==> src/design/jhbr_pkg.sv <==
// ----------------------------------------------------------------------------
// jhbr_pkg
// types and codes shared by the jpeg huffman bit reader files
// ----------------------------------------------------------------------------
package jhbr_pkg;

   localparam logic [1:0] MODE_LOAD   = 2'd0;
   localparam logic [1:0] MODE_STREAM = 2'd1;
   localparam logic [1:0] MODE_DECODE = 2'd2;
   localparam logic [1:0] MODE_RAW    = 2'd3;

   localparam logic [2:0] TGT_MIN   = 3'd0;
   localparam logic [2:0] TGT_MAX   = 3'd1;
   localparam logic [2:0] TGT_START = 3'd2;
   localparam logic [2:0] TGT_SYM   = 3'd3;
   localparam logic [2:0] TGT_COUNT = 3'd4;

   localparam logic [2:0] KIND_SYMBOL  = 3'd0;
   localparam logic [2:0] KIND_RAW     = 3'd1;
   localparam logic [2:0] KIND_RESTART = 3'd2;
   localparam logic [2:0] KIND_BAD     = 3'd3;
   localparam logic [2:0] KIND_PROTO   = 3'd4;

   localparam logic [7:0]  MARKER_BYTE = 8'hFF;
   localparam logic [7:0]  RST_LO      = 8'hD0;
   localparam logic [7:0]  RST_HI      = 8'hD7;
   localparam logic [15:0] CODE_HALF   = 16'h8000;
   localparam logic [4:0]  MAX_RAW     = 5'd16;

   typedef struct packed {
      logic [1:0]  mode;
      logic [1:0]  table_id;
      logic [2:0]  load_target;
      logic [7:0]  load_index;
      logic [15:0] load_value;
      logic [7:0]  stream_byte;
      logic [4:0]  bit_count;
   } req_type;

   typedef struct packed {
      logic [2:0]  result_kind;
      logic [15:0] result_value;
      logic [4:0]  code_length;
   } rsp_type;

   typedef struct packed {
      logic restart;
      logic overflow;
      logic pushed;
      logic bit_avail;
      logic bit_value;
   } src_status_type;

   typedef enum logic [2:0] {
      ST_IDLE,
      ST_FETCH,
      ST_STEP,
      ST_SYM,
      ST_SYM_OUT
   } state_type;

endpackage

==> src/design/jhbr_bit_source.sv <==
// ----------------------------------------------------------------------------
// jhbr_bit_source
// byte destuffing, byte queue and msb-first bit buffer
// ----------------------------------------------------------------------------
module jhbr_bit_source #(
   parameter int FIFO_DEPTH = 4
) (
   input  logic                         clock,
   input  logic                         reset,
   input  logic                         byte_valid,
   input  logic [7:0]                   byte_data,
   input  logic                         take_bit,
   output jhbr_pkg::src_status_type     status_out
);

   localparam int CNTW = $clog2(FIFO_DEPTH + 1);
   localparam int FW   = (FIFO_DEPTH > 1) ? $clog2(FIFO_DEPTH) : 1;

   logic [7:0]      fifo_ff [FIFO_DEPTH];
   logic [CNTW-1:0] count_ff, count_in;
   logic [7:0]      cur_ff, cur_in;
   logic [3:0]      left_ff, left_in;
   logic            marker_ff, marker_in;
   logic            want_push, do_push, do_pop, restart, full;
   logic [7:0]      push_val;

   assign full = (count_ff == CNTW'(FIFO_DEPTH));

   always_comb begin
      want_push = 1'b0;
      restart   = 1'b0;
      push_val  = byte_data;
      marker_in = marker_ff;
      if (byte_valid) begin
         if (marker_ff) begin
            marker_in = 1'b0;
            restart   = (byte_data >= jhbr_pkg::RST_LO) && (byte_data <= jhbr_pkg::RST_HI);
            want_push = !restart;
            push_val  = (byte_data == 8'd0) ? jhbr_pkg::MARKER_BYTE : byte_data;
         end else if (byte_data == jhbr_pkg::MARKER_BYTE) begin
            marker_in = 1'b1;
         end else begin
            want_push = 1'b1;
         end
      end
   end

   assign do_push = want_push && !full;
   assign do_pop  = take_bit && (left_ff == 4'd0) && !byte_valid;

   always_comb begin
      count_in = count_ff;
      cur_in   = cur_ff;
      left_in  = left_ff;
      if (do_push) begin
         count_in = count_ff + CNTW'(1);
      end else if (take_bit && !byte_valid) begin
         if (left_ff == 4'd0) begin
            cur_in   = {fifo_ff[0][6:0], 1'b0};
            left_in  = 4'd7;
            count_in = count_ff - CNTW'(1);
         end else begin
            cur_in  = {cur_ff[6:0], 1'b0};
            left_in = left_ff - 4'd1;
         end
      end
   end

   always_ff @(posedge clock) begin
      if (reset) begin
         count_ff  <= '0;
         cur_ff    <= '0;
         left_ff   <= '0;
         marker_ff <= 1'b0;
      end else begin
         count_ff  <= count_in;
         cur_ff    <= cur_in;
         left_ff   <= left_in;
         marker_ff <= marker_in;
      end
   end

   always_ff @(posedge clock) begin
      if (do_push) begin
         fifo_ff[count_ff[FW-1:0]] <= push_val;
      end else if (do_pop) begin
         for (int i = 0; i < FIFO_DEPTH - 1; i++) begin
            fifo_ff[i] <= fifo_ff[i+1];
         end
      end
   end

   assign status_out.restart   = restart;
   assign status_out.overflow  = want_push && full;
   assign status_out.pushed    = do_push;
   assign status_out.bit_avail = (left_ff != 4'd0) || (count_ff != '0);
   assign status_out.bit_value = (left_ff != 4'd0) ? cur_ff[7] : fifo_ff[0][7];

endmodule

==> config.mk <==
export PLATFORM = sky130hd
export DESIGN_NAME = jhbr_bit_source
export DESIGN_NICKNAME = d
export VERILOG_FILES = /design/src/design/jhbr_pkg.sv /design/src/design/jhbr_bit_source.sv
export SDC_FILE = /design/constraint.sdc
export NUM_CORES = 1
export LEC_CHECK = 0
export BUFFER_PORTS_ARGS = -buffer_cell sky130_fd_sc_hd__clkbuf_2
export CORE_MARGIN = 10
export CORE_UTILIZATION = 33
export CTS_BUF_LIST = sky130_fd_sc_hd__clkbuf_2 sky130_fd_sc_hd__clkbuf_4 sky130_fd_sc_hd__clkbuf_8
export CTS_CLUSTER_SIZE = 8
export DETAILED_ROUTE_END_ITERATION = 8
export GPL_TIMING_DRIVEN = 0
export RECOVER_POWER = 100
export SLEW_MARGIN = 40
export SYNTH_ARGS = -nofsm -noshare
export SYNTH_HDL_FRONTEND = slang
export SYNTH_SLANG_ARGS = --single-unit
==> constraint.sdc <==
create_clock -name clock -period 4 [get_ports clock]
set_input_delay 0.8 -clock clock [delete_from_list [all_inputs] [get_ports clock]]
set_output_delay 0.8 -clock clock [all_outputs]
set_load 0.02 [all_outputs]
==> run metrics, run 1 <==
Clk pwr share 26.6%; Crit. End Element output port; Critical Path RT 3.20 ns; worst min path class flip-flop to flip-flop; latest clock arrival within the worst-skew pair 0.30 ns; Slew @ Worst Pin 1.25 ns; critical path class flip-flop to output port; postcts setup bufs 0; largest net degree at the start of global routing 15; gr usage total 9.03%; Hold Vio Cnt, Final 0; Placer Congestion 0.739; io pins 17; switching share of power 26.9%; Yosys top cell by area edfxtp_1; DP HPWL 3.10 mm; final-report setup violation count 0; FP Rows 29; Max-Cap Viols 0; Seq/Total Area, Yosys 57.0%; post-synthesis instance total 173; Clock Pin Slew Worst Setup and Hold Paths 0.08 ns; First DRT Iteration DRCs 38; initial antenna violation count 0; CTS tree done; Final Max Slew Viols 0; vias in the first global route 1483; pwr dens 465 mW/mm²; H-tree Lvls 2; Ys Warns 0; detailed-route via count 1377; Synth cell types 44; period utilization 78.2%; Synth area leaders edfxtp_1 43%, dfxtp_1 14%, o22a_2 8.1%; fin crit period 3.13 ns; Residual DRC 0; worst-path maximum fanout 10; Seq cells post-synth 47; CTS Buffer Depth 2; Rel. slew slack 15.6%; Die H 102 µm; Routed WL 4.28 mm; Mean Syn Cell Area 12.8 µm²; Cell Int Power 824 µW; status complete, no violations; sequential share of power 55.2%; most frequent cells in the layout 32 x edfxtp_1, 19 x nor2_1, 18 x o22a_2, 15 x dfxtp_1, 14 x clkbuf_1; Synth Cell Area 0.00221 mm²; P&R area growth vs syn 9.38%; Clock Skew 0.00822 ns; Max Freq 0.320 GHz; Final TNS setup 0 ns; Resize count post-CTS 0; Pleak 0.000875 µW; startpoint types flip-flop; Syn Nets 187; CTS root buf clkbuf_8; layout cells sized above 1 22.8%; RSZ-0062 raised after global routing false; GR Overflow Total 0; clock sinks 47; DR pass1 iterations 4; WP data arrival 2.33 ns; switching power 303 µW; core area 0.00642 mm²; fin util 37.7%; first-pass GRT wire length 7.27 mm; proportion of power drawn by combinational gates 18.2%; Die ar. 0.0104 mm²; Post-CTS Hold Buffers 0; final net count 210; port bufs 15; # diodes 0; Max rail drop VDD 0.000243 V; Chip Width 102 µm; Vias/cell 5.03; total placed cells including tap cells 266; effective utilization at floorplan 34.5%; post-DR wirelength/cell 15.6 µm; Finished Layout Cells 274; top-area cell type share of the netlist area 43.4%; fill count 642; cts bufs inserted 5; Routed Antenna Nets 0; commonest non-fill, non-tap cell in the layout edfxtp_1
==> kinds of logic (layout without fill, tap and decap cells) <==
| group | count (synthesis) | after routing | synth area share, % |
|---|---|---|---|
| xor+xnor | 2 | 2 | 0.792 |
| flops | 47 | 47 | 57.0 |
| fa+ha+maj | 2 | 2 | 1.47 |
| compound gates | 40 | 40 | 16.2 |
| buf+inv | 15 | 39 | 4.75 |
| mux | 11 | 11 | 5.09 |
| simple gates | 56 | 56 | 14.8 |
==> worst paths after layout <==
path / from / end / slack, ns / cells after the start
hold / removal: cur_ff[1] / cur_ff[1] / 0.46 / 2
hold reg to reg: cur_ff[1] / cur_ff[1] / 0.46 / 2
setup reg to reg: marker_ff / fifo_ff[2][7] / 1.62 / 5
setup / recovery: left_ff[0] / status_out[0] / 0.87 / 6
==> layer usage <==
layer,share of wire (%),global-route usage (%)
met1,48,11.1
met2,47,14.4
met3,4.4,3.37
met4,0.70,2.93
met5,0,0
==> critical path, stage by stage, from the launching register on <==
cell and delay, ns:
dfxtp_1 0.32, inv_1 0.09, ha_1 0.16, nor3b_1 0.39, clkbuf_1 0.53, mux2_1 0.39
clkbuf_2 0.16
==> through the flow <==
step / instance area (µm²) / worst slack [ns] / total power [µW] / hold slack [ns]
after detailed placement: 2400 / 1.39 / 859 / 0.447
after global placement: 2380 / 0.792 / 847 / 0.444
after CTS: 2490 / 1.24 / 1160 / 0.459
final: 2420 / 0.873 / 1130 / 0.460
after floorplan: 2210 / 1.41 / 789 / 0.431
after global routing: 2420 / 0.679 / 1200 / 0.487
==> synthesized netlist by cell type, drive strengths merged <==
cell     n
and3     2
dfxtp   15
o22a    24
or3b     1
and2     1
mux2i    9
a211oi   7
a21oi    3
nand2b   3
o21ai    3
edfxtp  32
nor2    19
nand3    3
inv      3
nand2    9
nand4b   1
o31a     1
xor2     1
nor2b    2
ha       1
o31ai    1
nor3     2
clkbuf   1
buf     11
mux2     2
xnor2    1
fa       1
nand4    1
o41ai    1
nor3b    2
or2b     8
nor4     2
==> power groups by stage <==
stage               sequential, µW  clock (µW)  combinational (µW)
detailed placement             635           0                 224
floorplan                      624           0                 165
CTS                            624         310                 225
global placement               633           0                 214
finish                         622         299                 205
global route                   630         334                 233
==> registers in the layout, summed over array words and instances, names as in the netlist <==
name / flops
left_ff: 4
marker_ff: 1
cur_ff: 7
fifo_ff: 32
count_ff: 3
==> area by class of cell <==
cell class / instances / area [µm²] / area share (%)
multi-input combinational: 111 / 817 / 33.7
inverter: 3 / 11.3 / 0.465
clock inverter: 1 / 5.00 / 0.207
tap: 77 / 96.3 / 3.98
timing repair buffer: 16 / 71.3 / 2.95
clock buffer: 7 / 90.1 / 3.72
sequential: 47 / 1260 / 52.1
buffer: 12 / 68.8 / 2.84
Power figures use the tool's default switching activity.
==> run 2, diff against run 1 <==
--- a/config.mk
+++ b/config.mk
@@ -5,6 +5,7 @@
 export SDC_FILE = /design/constraint.sdc
 export NUM_CORES = 1
 export LEC_CHECK = 0
+export ABC_AREA = 1
 export BUFFER_PORTS_ARGS = -buffer_cell sky130_fd_sc_hd__clkbuf_2
 export CORE_MARGIN = 10
 export CORE_UTILIZATION = 33
==> constraint.sdc (replaced) <==
create_clock -name clock -period 2.8 [get_ports clock]
set_input_delay 0.56 -clock clock [delete_from_list [all_inputs] [get_ports clock]]
set_output_delay 0.56 -clock clock [all_outputs]
set_load 0.02 [all_outputs]
==> run 2 against run 1 <==
Effect of this change:
- synthesized area is 0.40% lower
- worst setup slack worse by 0.47 ns
- sequential cell count unchanged
- count of clock-buffer cells in the layout is 2 lower
- clock power rose by 40%
- clock skew up 0.0071 ns
- synthesized cell count rose by 37%
- routed wire length decreased by 5.2%
- highest routed layer unchanged
==> run metrics, run 2 <==
status complete, no violations; top-area cell type share of the netlist area 43.6%; number of synthesized flops with an enable pin 32; largest net degree at the start of global routing 17; Routed Antenna Nets 0; Seq cells post-synth 47; Async SR Flop Fraction 0%; Max Freq 0.416 GHz; Synth Cell Area 0.00220 mm²; layout cells sized above 1 10.3%; Ys Warns 0; Crit. End Element output port; pwr dens 627 mW/mm²; leading registers by flop count fifo_ff: 32 flops, cur_ff: 7 flops, left_ff: 4 flops; sequential share of power 56.6%; CTS tree done; effective utilization at floorplan 34.3%; # diodes 0; Slew @ Worst Pin 0.783 ns; Synth top cells by count 87 x nand2_1, 32 x edfxtp_1, 25 x inv_1, 16 x nor2_1, 15 x dfxtp_1; Clock Pin Slew Worst Setup and Hold Paths 0.09 ns; Vias/cell 4.50; period utilization 85.8%; Max-Cap Viols 0; port bufs 16; fill count 672; detailed-route via count 1520; commonest non-fill, non-tap cell in the layout nand2_1; Clock Skew 0.0153 ns; Clk pwr share 27.7%; final-report setup violation count 0; predominant post-synthesis flop cell edfxtp_1; P&R area growth vs syn 9.76%; Post-CTS Hold Buffers 0; first-pass GRT wire length 7.33 mm; latest clock arrival within the worst-skew pair 0.31 ns; Seq/Total Area, Yosys 57.2%; postcts setup bufs 0; critical path class flip-flop to output port; Final Max Slew Viols 0; Mean Syn Cell Area 9.30 µm²; Die H 102 µm; Syn Nets 251; proportion of power drawn by combinational gates 15.8%; Chip Width 102 µm; GR Overflow Total 0; gr usage total 9.04%; Post-Synth Simple-Gate Area 23.6%; Rel. slew slack 47.4%; Synth cell types 31; Max rail drop VDD 0.000174 V; Hold Vio Cnt, Final 0; RSZ-0062 raised after global routing false; startpoint types flip-flop; Synth area leaders edfxtp_1 44%, nand2_1 15%, dfxtp_1 14%; Min Hold Slack 0.471 ns; Residual DRC 0; xor-xnor portion of the synthesized cell area 0%; fin crit period 2.40 ns; Final TNS setup 0 ns; CTS Buffer Depth 2; post-DR wirelength/cell 12.0 µm; largest register by flop count fifo_ff; count leader, synth nand2_1; Placer Congestion 0.785; Die ar. 0.0104 mm²; First DRT Iteration DRCs 38; worst min path class flip-flop to flip-flop; Pleak 0.00104 µW; max FFs per register 32; switching share of power 28.7%; switching power 435 µW; initial antenna violation count 0; core area 0.00642 mm²; Critical Path RT 2.24 ns; H-tree Lvls 2; mux share of post-synthesis cell area 0%; final net count 274; Resize count post-CTS 0; Routed WL 4.05 mm; most frequent cells in the layout 87 x nand2_1, 32 x edfxtp_1, 27 x inv_1, 16 x nor2_1, 15 x dfxtp_1; FP Rows 29; Post-Synth Adder-Cell Area 1.48%; Yosys top cell by area edfxtp_1; io pins 17; worst-path maximum fanout 8; CTS root buf clkbuf_8; Synth Area in Compound Gates 9.25%; vias in the first global route 1616; cts bufs inserted 5; WP data arrival 1.84 ns; Cell Int Power 1080 µW; post-synthesis instance total 237; DP HPWL 3.13 mm; clock sinks 47; DR pass1 iterations 6; largest family of logic cells by synthesized area simple AND/OR/NAND/NOR gates
-- run 2: cell types whose count changed after synthesis, sizes merged, moves of 9 or more --
cell | previous run | this run
inv | 3 | 29
mux2i | 9 | 0
nand2 | 9 | 87
o22a | 24 | 0
o21ai | 3 | 15
-- run 2: final cells by class --
type | instances | area, µm² | area share (%)
clock inverter | 3 | 22.5 | 0.931
sequential | 47 | 1260 | 52.1
inverter | 31 | 120 | 4.96
buffer | 7 | 65.1 | 2.69
clock buffer | 5 | 68.8 | 2.84
multi-input combinational | 152 | 716 | 29.6
tap | 77 | 96.3 | 3.98
timing repair buffer | 16 | 70.1 | 2.90
-- run 2: cells by family (layout without fill, tap and decap cells) --
logic type / Yosys count / in the layout
flops: 47 / 47
simple gates: 120 / 120
fa+ha+maj: 2 / 2
compound gates: 30 / 30
buf+inv: 38 / 62
-- run 2: final timing paths --
kind	start	endpoint	slack, ns	cells after the start
worst max-delay path	count_ff[1]	status_out[2]	0.40	6
worst min register to register	left_ff[3]	left_ff[3]	0.47	1
worst min-delay path	left_ff[3]	left_ff[3]	0.47	1
worst max register to register	left_ff[0]	fifo_ff[0][1]	0.55	7
-- run 2: stage by stage --
stage,area [µm²],util (%),setup WS (ns),std cells,total power [µW]
after floorplan,2200,-,0.701,237,1050
after global placement,2380,37.1,0.229,330,1120
after detailed placement,2390,37.2,0.527,330,1130
after CTS,2480,38.6,0.517,338,1550
after global routing,2420,37.7,0.238,338,1610
final,2420,37.7,0.399,338,1520
-- run 2: worst max-delay path, cell delays in order, from the launching register on --
cell and delay [ns]:
dfxtp_1 0.47, nor2_1 0.10, nand2_1 0.12, nand4_1 0.37
inv_1 0.14, buf_4 0.11, clkbuf_1 0.22
-- run 2: layer usage --
metal,up-vias,wire [µm],global-route usage [%]
li1,818,-,-
met1,665,1990,10.9
met2,28,1790,14.4
met3,9,169,2.52
met4,0,101,4.73
met5,-,0,0
-- run 2: power by group through the flow --
stage / sequential, µW / clock, µW / combinational, µW
floorplan: 864 / 0 / 188
global placement: 872 / 0 / 251
detailed placement: 875 / 0 / 256
CTS: 859 / 429 / 257
global route: 868 / 459 / 283
finish: 858 / 420 / 239
